[src/ledsbm_pkg.sv]
// ----------------------------------------------------------------------------
// LED driver serial bus master package
// Shared types and constants for the command front end and the pin sequencer.
// ----------------------------------------------------------------------------
package ledsbm_pkg;

   // Request codes on the input channel.
   localparam logic [2:0] REQ_TICK  = 3'd0;
   localparam logic [2:0] REQ_START = 3'd1;
   localparam logic [2:0] REQ_WRITE = 3'd2;
   localparam logic [2:0] REQ_READ  = 3'd3;
   localparam logic [2:0] REQ_STOP  = 3'd4;

   // Wire modes.
   localparam logic [1:0] MODE_TWO_WIRE = 2'd0;

   // Configuration register indexes.
   localparam int unsigned CSR_INDEX_WIDTH = 1;
   localparam logic [CSR_INDEX_WIDTH-1:0] CSR_WIRE_MODE   = 1'b0;
   localparam logic [CSR_INDEX_WIDTH-1:0] CSR_HALF_PERIOD = 1'b1;
   localparam int unsigned CSR_DATA_WIDTH = 12;

   localparam logic [3:0] BYTE_BITS = 4'd8;

   typedef enum logic [2:0] {
      KIND_TICK,
      KIND_START,
      KIND_WRITE,
      KIND_READ,
      KIND_STOP
   } kind_type;

   typedef enum logic [4:0] {
      PH_IDLE,
      PH_ST2,
      PH_ST3A,
      PH_ST3B,
      PH_WR_LO,
      PH_WR_HI,
      PH_ACK_LO,
      PH_ACK_HI,
      PH_RD_REL,
      PH_RD_LO,
      PH_RD_HI,
      PH_SP2A,
      PH_SP2B,
      PH_SP2C,
      PH_SP3A
   } phase_type;

   // One classified item as it sits in the command queue.
   typedef struct packed {
      kind_type   kind;
      logic [7:0] byte_value;
      logic       serial_in;
   } item_type;

   // Handshake between the queue head and the sequencer.
   typedef struct packed {
      logic     valid;
      item_type item;
   } head_type;

endpackage

[src/ledsbm_front.sv]
// ----------------------------------------------------------------------------
// LED driver serial bus master front end
// Accepts request beats, classifies the request code and holds the items in
// a two-entry queue for the sequencer.
// ----------------------------------------------------------------------------
module ledsbm_front (
   input  logic                clock,
   input  logic                reset,
   input  logic                req_valid,
   output logic                req_ready,
   input  logic [2:0]          req_type,
   input  logic [7:0]          req_byte_value,
   input  logic                req_serial_in,
   output ledsbm_pkg::head_type head,
   input  logic                pop
);

   ledsbm_pkg::item_type entry_ff [2];
   logic                 wr_ptr_ff, wr_ptr_in;
   logic                 rd_ptr_ff, rd_ptr_in;
   logic [1:0]           count_ff, count_in;
   ledsbm_pkg::item_type item_new;
   logic                 push;

   // Unused request codes behave as ticks.
   always_comb begin
      item_new.byte_value = req_byte_value;
      item_new.serial_in  = req_serial_in;
      case (req_type)
         ledsbm_pkg::REQ_START: item_new.kind = ledsbm_pkg::KIND_START;
         ledsbm_pkg::REQ_WRITE: item_new.kind = ledsbm_pkg::KIND_WRITE;
         ledsbm_pkg::REQ_READ:  item_new.kind = ledsbm_pkg::KIND_READ;
         ledsbm_pkg::REQ_STOP:  item_new.kind = ledsbm_pkg::KIND_STOP;
         default:               item_new.kind = ledsbm_pkg::KIND_TICK;
      endcase
   end

   assign req_ready  = (count_ff != 2'd2);
   assign push       = req_valid && req_ready;
   assign head.valid = (count_ff != 2'd0);
   assign head.item  = entry_ff[rd_ptr_ff];

   always_comb begin
      wr_ptr_in = push ? ~wr_ptr_ff : wr_ptr_ff;
      rd_ptr_in = pop ? ~rd_ptr_ff : rd_ptr_ff;
      count_in  = count_ff;
      if (push && !pop) begin
         count_in = count_ff + 2'd1;
      end else if (pop && !push) begin
         count_in = count_ff - 2'd1;
      end
   end

   always_ff @(posedge clock) begin
      if (reset) begin
         wr_ptr_ff <= 1'b0;
         rd_ptr_ff <= 1'b0;
         count_ff  <= 2'd0;
      end else begin
         wr_ptr_ff <= wr_ptr_in;
         rd_ptr_ff <= rd_ptr_in;
         count_ff  <= count_in;
      end
   end

   always_ff @(posedge clock) begin
      if (push) begin
         entry_ff[wr_ptr_ff] <= item_new;
      end
   end

endmodule

[src/ledsbm_back.sv]
// ----------------------------------------------------------------------------
// LED driver serial bus master sequencer
// Executes one queued item per cycle, unless the response stalls, against the
// pin phase machine. The state registers are also the output result register.
// ----------------------------------------------------------------------------
module ledsbm_back #(
   parameter int DELAY_BITS = 12
) (
   input  logic                 clock,
   input  logic                 reset,
   input  ledsbm_pkg::head_type head,
   output logic                 pop,
   input  logic [1:0]           wire_mode,
   input  logic [11:0]          half_period,
   output logic                 rsp_valid,
   input  logic                 rsp_ready,
   output logic                 rsp_clk_out,
   output logic                 rsp_dio_out,
   output logic                 rsp_dio_drive,
   output logic                 rsp_stb_out,
   output logic                 rsp_busy_res,
   output logic [7:0]           rsp_read_data,
   output logic                 rsp_read_valid,
   output logic                 rsp_ack_ok,
   output logic                 rsp_op_done,
   output logic                 rsp_rejected
);

   localparam logic [DELAY_BITS-1:0] WaitMax = '1;
   localparam logic [DELAY_BITS-1:0] WaitOne = {{(DELAY_BITS-1){1'b0}}, 1'b1};

   ledsbm_pkg::phase_type phase_ff, phase_in;
   logic [3:0]            bit_count_ff, bit_count_in;
   logic [DELAY_BITS-1:0] wait_ff, wait_in;
   logic [7:0]            shift_ff, shift_in;
   logic [7:0]            tx_ff, tx_in;
   logic                  clk_ff, clk_in;
   logic                  dio_ff, dio_in;
   logic                  stb_ff, stb_in;
   logic                  drv_ff, drv_in;
   logic                  ack_ff, ack_in;
   logic                  rv_ff, rv_in;
   logic                  done_ff, done_in;
   logic                  rej_ff, rej_in;
   logic                  valid_ff;

   logic                  two_wire;
   logic                  four_wire;
   logic [31:0]           hp_wide;
   logic [DELAY_BITS-1:0] wait_load;
   logic [DELAY_BITS-1:0] wait_dec;
   logic [3:0]            bit_next;

   assign pop       = head.valid && (!valid_ff || rsp_ready);
   assign two_wire  = (wire_mode == ledsbm_pkg::MODE_TWO_WIRE);
   assign four_wire = wire_mode[1];
   assign wait_dec  = wait_ff - WaitOne;
   assign bit_next  = bit_count_ff + 4'd1;
   assign hp_wide   = 32'(half_period);

   // Phase length, with zero read as one and saturation to the counter range.
   always_comb begin
      if (hp_wide > 32'(WaitMax)) begin
         wait_load = WaitMax;
      end else if (half_period == 12'd0) begin
         wait_load = WaitOne;
      end else begin
         wait_load = hp_wide[DELAY_BITS-1:0];
      end
   end

   always_comb begin
      phase_in     = phase_ff;
      bit_count_in = bit_count_ff;
      wait_in      = wait_ff;
      shift_in     = shift_ff;
      tx_in        = tx_ff;
      clk_in       = clk_ff;
      dio_in       = dio_ff;
      stb_in       = stb_ff;
      drv_in       = drv_ff;
      ack_in       = ack_ff;
      rv_in        = 1'b0;
      done_in      = 1'b0;
      rej_in       = 1'b0;

      if (head.item.kind != ledsbm_pkg::KIND_TICK) begin
         if (phase_ff != ledsbm_pkg::PH_IDLE) begin
            rej_in = 1'b1;
         end else begin
            wait_in = wait_load;
            case (head.item.kind)
               ledsbm_pkg::KIND_START: begin
                  drv_in = 1'b1;
                  clk_in = 1'b1;
                  if (two_wire) begin
                     dio_in   = 1'b1;
                     phase_in = ledsbm_pkg::PH_ST2;
                  end else begin
                     dio_in   = 1'b0;
                     phase_in = ledsbm_pkg::PH_ST3A;
                  end
               end
               ledsbm_pkg::KIND_WRITE: begin
                  tx_in        = head.item.byte_value;
                  bit_count_in = 4'd0;
                  drv_in       = 1'b1;
                  clk_in       = 1'b0;
                  dio_in       = head.item.byte_value[0];
                  phase_in     = ledsbm_pkg::PH_WR_LO;
               end
               ledsbm_pkg::KIND_READ: begin
                  bit_count_in = 4'd0;
                  if (!four_wire) begin
                     dio_in = 1'b1;
                     drv_in = 1'b0;
                  end
                  phase_in = ledsbm_pkg::PH_RD_REL;
               end
               default: begin
                  if (two_wire) begin
                     clk_in   = 1'b0;
                     phase_in = ledsbm_pkg::PH_SP2A;
                  end else begin
                     phase_in = ledsbm_pkg::PH_SP3A;
                  end
               end
            endcase
         end
      end else if (phase_ff != ledsbm_pkg::PH_IDLE) begin
         wait_in = wait_dec;
         if (wait_dec == '0) begin
            // Most steps move on to another phase; finishing steps override.
            wait_in = wait_load;
            case (phase_ff)
               ledsbm_pkg::PH_ST3A: begin
                  stb_in   = 1'b0;
                  phase_in = ledsbm_pkg::PH_ST3B;
               end
               ledsbm_pkg::PH_WR_LO: begin
                  tx_in        = {1'b0, tx_ff[7:1]};
                  bit_count_in = bit_next;
                  clk_in       = 1'b1;
                  phase_in     = ledsbm_pkg::PH_WR_HI;
               end
               ledsbm_pkg::PH_WR_HI: begin
                  if (bit_count_ff < ledsbm_pkg::BYTE_BITS) begin
                     clk_in   = 1'b0;
                     dio_in   = tx_ff[0];
                     phase_in = ledsbm_pkg::PH_WR_LO;
                  end else if (two_wire) begin
                     clk_in   = 1'b0;
                     dio_in   = 1'b1;
                     drv_in   = 1'b0;
                     phase_in = ledsbm_pkg::PH_ACK_LO;
                  end else begin
                     phase_in = ledsbm_pkg::PH_IDLE;
                     wait_in  = '0;
                     done_in  = 1'b1;
                  end
               end
               ledsbm_pkg::PH_ACK_LO: begin
                  ack_in   = ~head.item.serial_in;
                  clk_in   = 1'b1;
                  phase_in = ledsbm_pkg::PH_ACK_HI;
               end
               ledsbm_pkg::PH_ACK_HI: begin
                  clk_in   = 1'b0;
                  drv_in   = 1'b1;
                  phase_in = ledsbm_pkg::PH_IDLE;
                  wait_in  = '0;
                  done_in  = 1'b1;
               end
               ledsbm_pkg::PH_RD_REL: begin
                  clk_in   = 1'b0;
                  phase_in = ledsbm_pkg::PH_RD_LO;
               end
               ledsbm_pkg::PH_RD_LO: begin
                  clk_in       = 1'b1;
                  shift_in     = {shift_ff[6:0], head.item.serial_in};
                  bit_count_in = bit_next;
                  rv_in        = (bit_next == ledsbm_pkg::BYTE_BITS);
                  phase_in     = ledsbm_pkg::PH_RD_HI;
               end
               ledsbm_pkg::PH_RD_HI: begin
                  if (bit_count_ff < ledsbm_pkg::BYTE_BITS) begin
                     clk_in   = 1'b0;
                     phase_in = ledsbm_pkg::PH_RD_LO;
                  end else if (two_wire) begin
                     clk_in   = 1'b0;
                     dio_in   = 1'b1;
                     drv_in   = 1'b0;
                     phase_in = ledsbm_pkg::PH_ACK_LO;
                  end else begin
                     drv_in   = 1'b1;
                     phase_in = ledsbm_pkg::PH_IDLE;
                     wait_in  = '0;
                     done_in  = 1'b1;
                  end
               end
               ledsbm_pkg::PH_SP2A: begin
                  drv_in   = 1'b1;
                  dio_in   = 1'b0;
                  phase_in = ledsbm_pkg::PH_SP2B;
               end
               ledsbm_pkg::PH_SP2B: begin
                  clk_in   = 1'b1;
                  phase_in = ledsbm_pkg::PH_SP2C;
               end
               ledsbm_pkg::PH_SP2C: begin
                  dio_in   = 1'b1;
                  phase_in = ledsbm_pkg::PH_IDLE;
                  wait_in  = '0;
                  done_in  = 1'b1;
               end
               ledsbm_pkg::PH_SP3A: begin
                  stb_in   = 1'b1;
                  phase_in = ledsbm_pkg::PH_IDLE;
                  wait_in  = '0;
                  done_in  = 1'b1;
               end
               ledsbm_pkg::PH_ST2: begin
                  dio_in   = 1'b0;
                  phase_in = ledsbm_pkg::PH_IDLE;
                  wait_in  = '0;
                  done_in  = 1'b1;
               end
               default: begin
                  phase_in = ledsbm_pkg::PH_IDLE;
                  wait_in  = '0;
                  done_in  = 1'b1;
               end
            endcase
         end
      end
   end

   always_ff @(posedge clock) begin
      if (reset) begin
         phase_ff     <= ledsbm_pkg::PH_IDLE;
         bit_count_ff <= 4'd0;
         wait_ff      <= '0;
         shift_ff     <= 8'd0;
         tx_ff        <= 8'd0;
         clk_ff       <= 1'b1;
         dio_ff       <= 1'b1;
         stb_ff       <= 1'b1;
         drv_ff       <= 1'b1;
         ack_ff       <= 1'b0;
         rv_ff        <= 1'b0;
         done_ff      <= 1'b0;
         rej_ff       <= 1'b0;
         valid_ff     <= 1'b0;
      end else begin
         if (pop) begin
            phase_ff     <= phase_in;
            bit_count_ff <= bit_count_in;
            wait_ff      <= wait_in;
            shift_ff     <= shift_in;
            tx_ff        <= tx_in;
            clk_ff       <= clk_in;
            dio_ff       <= dio_in;
            stb_ff       <= stb_in;
            drv_ff       <= drv_in;
            ack_ff       <= ack_in;
            rv_ff        <= rv_in;
            done_ff      <= done_in;
            rej_ff       <= rej_in;
            valid_ff     <= 1'b1;
         end else if (rsp_ready) begin
            valid_ff <= 1'b0;
         end
      end
   end

   assign rsp_valid      = valid_ff;
   assign rsp_clk_out    = clk_ff;
   assign rsp_dio_out    = dio_ff;
   assign rsp_dio_drive  = drv_ff;
   assign rsp_stb_out    = stb_ff;
   assign rsp_busy_res   = (phase_ff != ledsbm_pkg::PH_IDLE);
   assign rsp_read_data  = shift_ff;
   assign rsp_read_valid = rv_ff;
   assign rsp_ack_ok     = ack_ff;
   assign rsp_op_done    = done_ff;
   assign rsp_rejected   = rej_ff;

endmodule

[src/led_driver_serial_bus_master_unit.sv]
// ----------------------------------------------------------------------------
// LED driver serial bus master
// Bit-level master for two-wire (with ack), three-wire and four-wire LED
// driver links, advanced one phase tick per request beat.
//
//   Channel   Direction  Ports                       Beat
//   req       in         req_valid / req_ready       one command or tick
//   rsp       out        rsp_valid / rsp_ready       pin levels and status
//   csr       in         csr_valid / csr_ready       one register write
//
// One request beat is taken per cycle and gives one response beat; the
// sequencer updates all state for a beat at once; throughput is one beat per
// cycle when not stalled; a beat passes the queue, then the result register.
// Reset is synchronous; the queue empties and the pins return high, driven.
// A stalled response blocks the sequencer; the two-entry queue keeps
// taking request beats until it is full.
// ----------------------------------------------------------------------------
module led_driver_serial_bus_master_unit #(
   parameter int DELAY_BITS = 12
) (
   input  logic                                   clock,
   input  logic                                   reset,
   input  logic                                   req_valid,
   output logic                                   req_ready,
   input  logic [2:0]                             req_type,
   input  logic [7:0]                             req_byte_value,
   input  logic                                   req_serial_in,
   output logic                                   rsp_valid,
   input  logic                                   rsp_ready,
   output logic                                   rsp_clk_out,
   output logic                                   rsp_dio_out,
   output logic                                   rsp_dio_drive,
   output logic                                   rsp_stb_out,
   output logic                                   rsp_busy_res,
   output logic [7:0]                             rsp_read_data,
   output logic                                   rsp_read_valid,
   output logic                                   rsp_ack_ok,
   output logic                                   rsp_op_done,
   output logic                                   rsp_rejected,
   input  logic                                   csr_valid,
   output logic                                   csr_ready,
   input  logic [ledsbm_pkg::CSR_INDEX_WIDTH-1:0] csr_index,
   input  logic [ledsbm_pkg::CSR_DATA_WIDTH-1:0]  csr_wdata
);

   logic [1:0]           wire_mode_ff;
   logic [11:0]          half_period_ff;
   ledsbm_pkg::head_type head;
   logic                 pop;

   assign csr_ready = 1'b1;

   always_ff @(posedge clock) begin
      if (reset) begin
         wire_mode_ff   <= ledsbm_pkg::MODE_TWO_WIRE;
         half_period_ff <= 12'd100;
      end else if (csr_valid) begin
         case (csr_index)
            ledsbm_pkg::CSR_WIRE_MODE:   wire_mode_ff   <= csr_wdata[1:0];
            ledsbm_pkg::CSR_HALF_PERIOD: half_period_ff <= csr_wdata[11:0];
            default: ;
         endcase
      end
   end

   ledsbm_front u_front (
      .clock          (clock),
      .reset          (reset),
      .req_valid      (req_valid),
      .req_ready      (req_ready),
      .req_type       (req_type),
      .req_byte_value (req_byte_value),
      .req_serial_in  (req_serial_in),
      .head           (head),
      .pop            (pop)
   );

   ledsbm_back #(
      .DELAY_BITS (DELAY_BITS)
   ) u_back (
      .clock          (clock),
      .reset          (reset),
      .head           (head),
      .pop            (pop),
      .wire_mode      (wire_mode_ff),
      .half_period    (half_period_ff),
      .rsp_valid      (rsp_valid),
      .rsp_ready      (rsp_ready),
      .rsp_clk_out    (rsp_clk_out),
      .rsp_dio_out    (rsp_dio_out),
      .rsp_dio_drive  (rsp_dio_drive),
      .rsp_stb_out    (rsp_stb_out),
      .rsp_busy_res   (rsp_busy_res),
      .rsp_read_data  (rsp_read_data),
      .rsp_read_valid (rsp_read_valid),
      .rsp_ack_ok     (rsp_ack_ok),
      .rsp_op_done    (rsp_op_done),
      .rsp_rejected   (rsp_rejected)
   );

endmodule

[config.mk]
export PLATFORM = sky130hd
export DESIGN_NAME = led_driver_serial_bus_master_unit
export DESIGN_NICKNAME = d
export VERILOG_FILES = /design/src/ledsbm_pkg.sv /design/src/ledsbm_front.sv /design/src/ledsbm_back.sv /design/src/led_driver_serial_bus_master_unit.sv
export SDC_FILE = /design/constraint.sdc
export NUM_CORES = 1
export LEC_CHECK = 0
export BUFFER_PORTS_ARGS = -buffer_cell sky130_fd_sc_hd__buf_2
export CAP_MARGIN = 20
export CORE_UTILIZATION = 59
export DETAILED_ROUTE_END_ITERATION = 16
export PLACE_DENSITY = 0.88
export SLEW_MARGIN = 20
export SYNTH_ARGS = -nofsm -noshare
export SYNTH_HDL_FRONTEND = slang
export SYNTH_SLANG_ARGS = --single-unit
[constraint.sdc]
create_clock -name clock -period 3.6 [get_ports clock]
set_clock_uncertainty 0.15 [all_clocks]
set_input_delay 0.54 -clock clock [delete_from_list [all_inputs] [get_ports clock]]
set_output_delay 0.54 -clock clock [all_outputs]
set_load 0.01 [all_outputs]
==> impl_results.md, run 1 <==
- Ys Warns: 0
- TNS Setup: 0 ps
- Distinct cells, synth: 77
- Final min period: 3410 ps
- # resized after CTS: 0
- Register area share after synthesis: 41.2%
- Clock share of power: 15.4%
- Vias in the first global route: 4,218
- Reg clk slew, reported paths: 100 ps
- Global-route wire length before repair: 20.0 mm
- Global route total overflow: 0
- WS Path Type: reg2reg
- Hold path startpoint: req_byte_value[3]
- Filler cell count: 626
- Port-buffer cells: 48
- Final core utilization: 67.5%
- Hold Crit Class: in2reg
- Nets: 613
- R2R setup slack: 190 ps
- Highest routed layer: met4
- Max-Cap Viols: 0
- Largest net degree at the start of global routing: 42
- R2R cell count: 8
- Worst-Skew Late Latency: 360 ps
- CP endpoint kind: flip-flop
- Status: finished clean
- Routed wl met3: 1.04 mm
- Leakage: 2.01 nW
- Die area: 8600 um2
- Startpoint types: flip-flop
- Slew HR: 33.8%
- Slew Viols, Final: 0
- Antenna violations before repair: 0
- Min-Delay Path Depth: 1
- CP max FO: 14
- Rows: 32
- Routed length on met1: 5.21 mm
- Net switching power: 1.94 mW
- CTS tree: built
- Initial Util: 61.9%
- H-tree depth: 3
- Crit Reg-Reg Endpoint: u_back.bit_count_ff[3]
- Asr flop ratio synth: 0%
- Core ar.: 7850 um2
- Reg area: 2000 um2
- Root Driver: clkbuf_8
- Internal power: 2.29 mW
- Sequential Power Share: 32.4%
- DR vias: 4,428
- Initial DRC Count: 516
- Crit share post-route: 94.6%
- RSZ-0062 raised after global routing: no
- Comb pwr share: 52.1%
- Main synth FF type: dfxtp_1
- Mapped Nets: 576
- Layout cells sized above 1: 17.6%
- Multi-input logic area: 2600 um2
- Number of buffers created by CTS: 9
- Most frequent cells in the layout: nand2_1, dfxtp_1, buf_2
- CTS Sinks: 88
- Mapped cell area: 4850 um2
- Routed wire length on met2: 5.64 mm
- Final GP Congestion: 0.968
- Residual DRC: 0
- Synth-to-Final Area Change: 9.07%
- Final count of hold timing violations: 0
- Drt total wl: 12.2 mm
- WP data arrival: 3520 ps
- Drt wl/cell: 17.8 um
- DP HPWL: 8.48 mm
- Clk buf depth: 2
- Die height: 92.7 um
- Final Power: 4.23 mW
- Vias/cell: 6.49
- #FFs+latches synth: 88
- Worst slew pin tran: 990 ps
- Antenna cells: 0
- Placed Instances: 666
- Final worst slack: 193 ps
- Hold Buf Count CTS: 0
- PwrDens: 799 nW/um2
- Cells after synthesis: 538
- Final setup viols: 0
- Global-route total usage across every layer: 29.6%
- Final Non-Filler Cells: 682
- VDD IR max: 0.427 mV
- Switching Fraction: 45.9%
- Post-Place Setup Slack: 254 ps
- Peak Freq: 293 MHz
- Post-CTS Setup Bufs: 0
- Post-synth EDFFs: 24
- Die span in x: 92.7 um
- Avg Inst Size Synth: 9.02 um2
- Io pins: 50
- CP required: 3710 ps
- Hold endpoint: u_front.entry_ff[0][4]
- Routed Antenna Nets: 0
- DR pass1 iterations: 8
==> power by group through the flow <==
stage	registers (mW)	clock network (mW)	logic [mW]
2_1_floorplan	1.34	0	1.70
3_3_place_gp	1.37	0	2.10
3_5_place_dp	1.38	0	2.14
4_1_cts	1.37	0.646	2.16
5_1_grt	1.40	0.690	2.39
6_report	1.37	0.654	2.21
==> logic make-up after synthesis <==
kind of cell | after synthesis | synth area share (%)
DFF | 88 | 41.2
xor gates and xnor gates | 12 | 2.55
adders and majority gates | 8 | 2.06
buffers and inverters | 48 | 5.34
other | 1 | 0.0772
and+or+nand+nor | 207 | 22.6
muxes | 34 | 7.16
AOI/OAI and AO/OA | 140 | 19.0
==> state kept, by name (all words and copies together), names as in the netlist, 2 cells and up, named ones only <==
signal and cells:
u_front.count_ff 2, u_back.bit_count_ff 4, u_back.tx_ff 8, u_front.entry_ff 24, half_period_ff 12, u_back.rsp_read_data 8
wire_mode_ff 2, u_back.phase_ff 4, u_back.wait_ff 12
==> worst max-delay path by stage <==
stage                                   endpoint  slack, ps
after CTS                 u_back.bit_count_ff[3]        240
final                     u_back.bit_count_ff[3]        190
after global routing      u_back.bit_count_ff[3]         40
after floorplan           u_back.bit_count_ff[3]        300
after detailed placement  u_back.bit_count_ff[3]        250
after global placement    u_back.bit_count_ff[3]        370
==> stage by stage <==
stage	hold WS, ps	cell area (um2)
after floorplan	287	4850
after global routing	201	5300
after CTS	205	5300
after global placement	295	5120
final	206	5300
after detailed placement	310	5120
==> critical path, cell delays in order (launching register included) <==
cell and delay (ps):
dfxtp_1 600, nor3_1 180, o21ai_2 330, inv_1 110, ha_1 230, or3_4 400, or4_1 720, a21oi_4 270
mux2_4 320
==> cell usage after synthesis, types with 3 or more instances <==
cell type	count	share of area (%)
clkbuf_1	22	1.7
ha_1	8	2.1
nand2b_1	6	0.77
and3_1	3	0.39
a21oi_1	39	4.0
a31oi_1	5	0.64
xnor2_1	4	0.72
nor4_1	7	0.90
buf_6	7	1.6
o31ai_1	5	0.77
o21ai_0	33	3.4
o211ai_1	10	1.5
nand3_1	23	2.4
and2_1	3	0.39
o22ai_1	3	0.39
nor3b_1	3	0.46
xor2_1	7	1.3
nand2_1	64	4.9
mux2i_1	31	6.4
nor2_1	44	3.4
edfxtp_1	24	15
nand4b_1	3	0.54
a211oi_1	9	1.4
nor3_1	15	1.5
a221oi_1	5	0.90
inv_1	11	0.85
dfxtp_1	64	26
nor2b_1	6	0.77
or3_1	6	0.77
nand4_1	3	0.39
==> metal layers <==
layer | global-route usage [%] | vias to the layer above
li1 | - | 2046
met1 | 39.0 | 2100
met2 | 48.5 | 246
met3 | 4.84 | 36
met4 | 12.1 | 0
met5 | 0 | -
==> cell type report <==
type | count | share of cell area, %
well taps | 102 | 2.41
flip-flops and latches | 88 | 37.8
repair buffers | 62 | 6.52
inverters | 12 | 0.851
multi-input cells | 402 | 49.1
clock inverters | 6 | 0.945
clock buffers | 10 | 2.41
No activity file was read; power rests on OpenSTA's default activity.
==> run 2, diff against run 1 <==
--- a/config.mk
+++ b/config.mk
@@ -7,6 +7,7 @@
 export LEC_CHECK = 0
 export BUFFER_PORTS_ARGS = -buffer_cell sky130_fd_sc_hd__buf_2
 export CAP_MARGIN = 20
+export CORE_ASPECT_RATIO = 2
 export CORE_UTILIZATION = 59
 export DETAILED_ROUTE_END_ITERATION = 16
 export PLACE_DENSITY = 0.88
==> run 2 against run 1 <==
Net effect:
- via count fell by 1.4%
- largest cell class unchanged
- fmax up 3.6%
- design area increased by 2.8%
- clock power rose by 46%
- sequential power hardly changed
==> impl_results.md, run 2 (same netlist as run 1, synthesis figures left out) <==
- Status: finished clean (unchanged)
- Hold Buf Count CTS: 0 (unchanged)
- Largest net degree at the start of global routing: 55 (was 42)
- Root Driver: clkbuf_16 (was clkbuf_8)
- Worst-Skew Late Latency: 340 ps (was 360 ps)
- Post-CTS Setup Bufs: 0 (unchanged)
- Final Power: 4.60 mW (was 4.23 mW)
- Slew Viols, Final: 0 (unchanged)
- Global route total overflow: 0 (unchanged)
- PwrDens: 844 nW/um2 (was 799 nW/um2)
- Synth-to-Final Area Change: 12.1% (was 9.07%)
- Filler cell count: 616 (was 626)
- Max stage delay on crit path: 640 ps (was 720 ps)
- DR vias: 4,368 (was 4,428)
- Die area: 8620 um2 (was 8600 um2)
- Most frequent cells in the layout: nand2_1, dfxtp_1, buf_2 (unchanged)
- Clk buf depth: 2 (unchanged)
- Routed Antenna Nets: 0 (unchanged)
- Final min period: 3290 ps (was 3410 ps)
- TNS Setup: 0 ps (unchanged)
- Hold Crit Class: in2reg (unchanged)
- Final count of hold timing violations: 0 (unchanged)
- WS Path Type: reg2reg (unchanged)
- Layout cells sized above 1: 18.0% (was 17.6%)
- CTS Sinks: 88 (unchanged)
- VDD IR max: 0.830 mV (was 0.427 mV)
- CP required: 3680 ps (was 3710 ps)
- Global-route wire length before repair: 20.7 mm (was 20.0 mm)
- Number of buffers created by CTS: 9 (unchanged)
- # resized after CTS: 0 (unchanged)
- Final setup viols: 0 (unchanged)
- Drt total wl: 13.2 mm (was 12.2 mm)
- Port-buffer cells: 48 (unchanged)
- Antenna violations before repair: 0 (unchanged)
- H-tree depth: 3 (unchanged)
- CTS tree: built (unchanged)
- Final GP Congestion: 1.03 (was 0.968)
- Crit-path slowest cell: or4_1 (unchanged)
- Crit share post-route: 91.3% (was 94.6%)
- Slew HR: 31.7% (was 33.8%)
- Crit path cell chain: inv_1 -> ha_1 -> or3b_2 -> nor4_4 -> xor2_4 -> or4_1 -> a21oi_4 -> mux2_4 (was nor3_1 -> o21ai_2 -> inv_1 -> ha_1 -> or3_4 -> or4_1 -> a21oi_4 -> mux2_4)
- CP max FO: 8 (was 14)
- Leakage: 2.08 nW (was 2.01 nW)
- Reg clk slew, reported paths: 70 ps (was 100 ps)
- Rows: 46 (was 32)
- Startpoint types: flip-flop (unchanged)
- Residual DRC: 0 (unchanged)
- Die span in x: 66.1 um (was 92.7 um)
- Vias in the first global route: 4,177 (was 4,218)
- Peak Freq: 304 MHz (was 293 MHz)
- R2R setup slack: 310 ps (was 190 ps)
- Vias/cell: 6.43 (was 6.49)
- Max-Cap Viols: 0 (unchanged)
- DR pass1 iterations: 5 (was 8)
- Core ar.: 7940 um2 (was 7850 um2)
- Worst slew pin tran: 1020 ps (was 990 ps)
- Max reg flops: 24 (unchanged)
- Initial DRC Count: 279 (was 516)
- Initial Util: 61.1% (was 61.9%)
- DP HPWL: 9.76 mm (was 8.48 mm)
- Most flops, register: u_front.entry_ff (unchanged)
- RSZ-0062 raised after global routing: no (unchanged)
- Die height: 130 um (was 92.7 um)
- Nets: 616 (was 613)
- CP endpoint kind: flip-flop (unchanged)
- Global-route total usage across every layer: 32.7% (was 29.6%)
- Io pins: 50 (unchanged)
- Antenna cells: 0 (unchanged)
- Largest regs: u_front.entry_ff: 24 flops, half_period_ff: 12 flops, u_back.wait_ff: 12 flops (unchanged)
- Drt wl/cell: 19.5 um (was 17.8 um)
- WP data arrival: 3370 ps (was 3520 ps)
[run 2: cell count changes in the layout (fill, tap and decap cells not counted), sizes merged]
cell and change:
clkinvlp -1, clkinv +1, clkbuf +2, inv -2
buf +3
[run 2: path summary, 6_finish.rpt]
check | startpoint | end | depth (start not counted)
worst max-delay path | u_back.wait_ff[0] | u_back.bit_count_ff[3] | 8
worst min-delay path | req_serial_in | u_front.entry_ff[0][0] | 1
worst max register to register | u_back.wait_ff[0] | u_back.bit_count_ff[3] | 8
worst min register to register | u_back.tx_ff[4] | u_back.tx_ff[4] | 2
[run 2: through the flow]
stage	setup WS, ps	hold slack [ps]	area, um2	instances	util [%]
after floorplan	297	287	4850	538	-
after global placement	429	299	5130	663	64.6
after detailed placement	335	310	5130	663	64.6
after CTS	322	233	5440	679	68.5
after global routing	173	230	5440	679	68.5
final	312	236	5440	679	68.5
[run 2: cell type report]
type                            instances  area, um2  area share [%]
Timing Repair Buffer                   65        368            6.76
Tap cell                               96        120            2.21
Inverter                               12       45.0           0.827
Clock buffer                           12        279            5.13
Clock inverter                          4       32.5           0.598
Multi-Input combinational cell        402       2600            47.7
Sequential cell                        88       2000            36.8
[run 2: report_power, final]
| group | internal (mW) | switching (mW) |
|---|---|---|
| Clock | 0.558 | 0.397 |
| Sequential | 1.21 | 0.157 |
| Combinational | 0.843 | 1.43 |
[run 2: critical path, delay by kind of cell (launching register included)]
kind                     cells  cell delay [ps]
AND/OR/NAND/NOR              3             1570
adder cells (fa/ha/maj)      1              220
XOR/XNOR                     1              190
multiplexers                 1              310
AO/OA/AOI/OAI                1              270
flip-flops                   1              350
buffers and inverters        1              110
[run 2: layer usage]
metal  global-route usage, %  vias to the layer above  part of all wire (%)
met5                       0                        -                     0
li1                        -                     2056                     -
met3                    6.56                       64                   4.3
met2                    58.0                      164                    54
met1                    31.4                     2084                    34
met4                    26.5                        0                   8.4
==> run 3, diff against run 2 <==
--- a/config.mk
+++ b/config.mk
@@ -8,9 +8,9 @@
 export BUFFER_PORTS_ARGS = -buffer_cell sky130_fd_sc_hd__buf_2
 export CAP_MARGIN = 20
 export CORE_ASPECT_RATIO = 2
-export CORE_UTILIZATION = 59
+export CORE_UTILIZATION = 53
 export DETAILED_ROUTE_END_ITERATION = 16
-export PLACE_DENSITY = 0.88
+export PLACE_DENSITY = 0.84
 export SLEW_MARGIN = 20
 export SYNTH_ARGS = -nofsm -noshare
 export SYNTH_HDL_FRONTEND = slang
==> constraint.sdc (replaced) <==
create_clock -name clock -period 2.6 [get_ports clock]
set_clock_uncertainty 0.15 [all_clocks]
set_input_delay 0.39 -clock clock [delete_from_list [all_inputs] [get_ports clock]]
set_output_delay 0.39 -clock clock [all_outputs]
set_load 0.01 [all_outputs]
==> run 3 against run 2 <==
Net effect:
- the run now ends with setup timing left
- wire length up 7.5%
- final cell count rose by 9.0%
- fmax is 26% higher
- hold slack lost 150 ps
- via count grew 7.2%
- flip-flop and latch count did not move
- clock power is 45% higher
- non-clock buffer count grew 55
- critical path depth stayed put
- combinational power is 78% higher
- largest cell class unchanged
- highest routed layer unchanged
==> impl_results.md, run 3 (same netlist as run 1, synthesis figures left out) <==
- Final count of hold timing violations: 0 (unchanged)
- Synth-to-Final Area Change: 25.6% (was 12.1%)
- TNS Setup: -33.3 ps (was 0 ps)
- Clk buf depth: 2 (unchanged)
- Most common cell after layout, fill and taps aside: buf_4
- Max-Cap Viols: 0 (unchanged)
- Crit share post-route: 101% (was 91.3%)
- RSZ-0062 raised after global routing: yes (was no)
- Final Non-Filler Cells: 740 (was 679)
- CTS Sinks: 88 (unchanged)
- VDD IR max: 0.763 mV (was 0.830 mV)
- Most frequent cells in the layout: buf_4, nand2_1, dfxtp_1 (was nand2_1, dfxtp_1, buf_2)
- Die height: 137 um (was 130 um)
- Rows: 49 (was 46)
- R2R cell count: 8 (unchanged)
- PwrDens: 1200 nW/um2 (was 844 nW/um2)
- CP required: 2680 ps (was 3680 ps)
- Port-buffer cells: 48 (unchanged)
- CP max FO: 6 (was 8)
- Slew Viols, Final: 0 (unchanged)
- H-tree depth: 3 (unchanged)
- Nets: 671 (was 616)
- WS Path Type: reg2reg (unchanged)
- Layout cells sized above 1: 29.8% (was 18.0%)
- Most flops, register: u_front.entry_ff (unchanged)
- Final GP Congestion: 1.03 (about the same)
- Residual DRC: 0 (unchanged)
- Number of buffers created by CTS: 9 (unchanged)
- Violations in the final reports: setup timing
- DP HPWL: 10.2 mm (was 9.76 mm)
- Largest regs: u_front.entry_ff: 24 flops, half_period_ff: 12 flops, u_back.wait_ff: 12 flops (unchanged)
- Peak Freq: 382 MHz (was 304 MHz)
- DR pass1 iterations: 6 (was 5)
- Placed Instances: 718 (was 663)
- Vias in the first global route: 4,619 (was 4,177)
- Slew HR: 58.9% (was 31.7%)
- Drt total wl: 14.2 mm (was 13.2 mm)
- Final setup viols: 2 (was 0)
- Die span in x: 69.7 um (was 66.1 um)
- Global route total overflow: 0 (unchanged)
- Initial Util: 54.2% (was 61.1%)
- Antenna cells: 0 (unchanged)
- CTS tree: built (unchanged)
- Core ar.: 8950 um2 (was 7940 um2)
- CP endpoint kind: flip-flop (unchanged)
- Min-Delay Path Depth: 1 (unchanged)
- WP data arrival: 2700 ps (was 3370 ps)
- Max reg flops: 24 (unchanged)
- Initial DRC Count: 351 (was 279)
- Worst-Skew Late Latency: 340 ps (about the same)
- Global-route wire length before repair: 22.1 mm (was 20.7 mm)
- Drt wl/cell: 19.2 um (was 19.5 um)
- Antenna violations before repair: 0 (unchanged)
- Global-route total usage across every layer: 29.9% (was 32.7%)
- Largest net degree at the start of global routing: 55 (unchanged)
- Filler cell count: 654 (was 616)
- Die area: 9570 um2 (was 8620 um2)
- Hold Buf Count CTS: 0 (unchanged)
- Reg clk slew, reported paths: 60 ps (was 70 ps)
- Io pins: 50 (unchanged)
- Root Driver: clkbuf_16 (unchanged)
- Routed Antenna Nets: 0 (unchanged)
- Startpoint types: flip-flop (unchanged)
- DR vias: 4,683 (was 4,368)
- Final min period: 2620 ps (was 3290 ps)
- Leakage: 2.41 nW (was 2.08 nW)
- Hold Crit Class: in2reg (unchanged)
- Worst slew pin tran: 616 ps (was 1020 ps)
- Final worst slack: -19.5 ps (was 312 ps)
- Status: finished with violations (was finished clean)
- Vias/cell: 6.33 (was 6.43)
## run 3: critical path, stage by stage, from the launching register on
cell and delay [ps]:
dfxtp_2 360, nor3b_4 170, o21ai_2 200, inv_2 80, ha_4 170, or3_4 330, or4_4 580, a21oi_4 170
mux2_4 310
## run 3: where the power goes
part           internal, mW  switching (mW)
clock                 0.859           0.529
sequential             1.67           0.179
combinational          1.71            2.35
## run 3: what timing repair did
| action | 4_1_cts | 5_1_grt |
|---|---|---|
| pin swaps | 8 | 9 |
| endpoints found under the setup margin | 20 | 36 |
| setup buffers | 2 | 3 |
| gates cloned | 1 | 0 |
| gates resized for setup | 14 | 25 |
## run 3: per-layer routing
metal	share of wire (%)	GRT usage (%)
met1	33	29.6
met2	53	54.3
met3	5.5	4.39
met4	8.0	25.0
met5	0	0
## run 3: path summary, 6_finish.rpt
check / from / end / slack (ps)
worst max register to register: flip-flop / u_back.bit_count_ff[3] / -20
worst min register to register: u_back.rsp_read_valid / u_back.rsp_read_valid / 310
worst min-delay path: req_byte_value[1] / u_front.entry_ff[1][2] / 90
worst max-delay path: flip-flop / u_back.bit_count_ff[3] / -20
## run 3: per-stage QoR
step           hold slack (ps)  setup WS, ps  utilization (%)  total power [mW]  area, um2
2_1_floorplan              287          -311                -              4.32       4930
3_3_place_gp               296         -31.7             62.3              5.49       5570
3_5_place_dp               299          -122             62.3              5.57       5570
4_1_cts                   82.7         -25.1             66.8              7.10       5980
5_1_grt                   78.6          -115             68.1              7.71       6100
6_report                  90.4         -19.5             68.1              7.30       6100
## run 3: final cells by class
cell class,instances,area (um2),share of cell area [%]
clock buffers,13,282,4.62
flip-flops and latches,88,2010,32.9
well taps,102,128,2.09
clock inverters,3,46.3,0.759
inverters,12,47.5,0.780
repair buffers,120,817,13.4
multi-input cells,402,2770,45.4
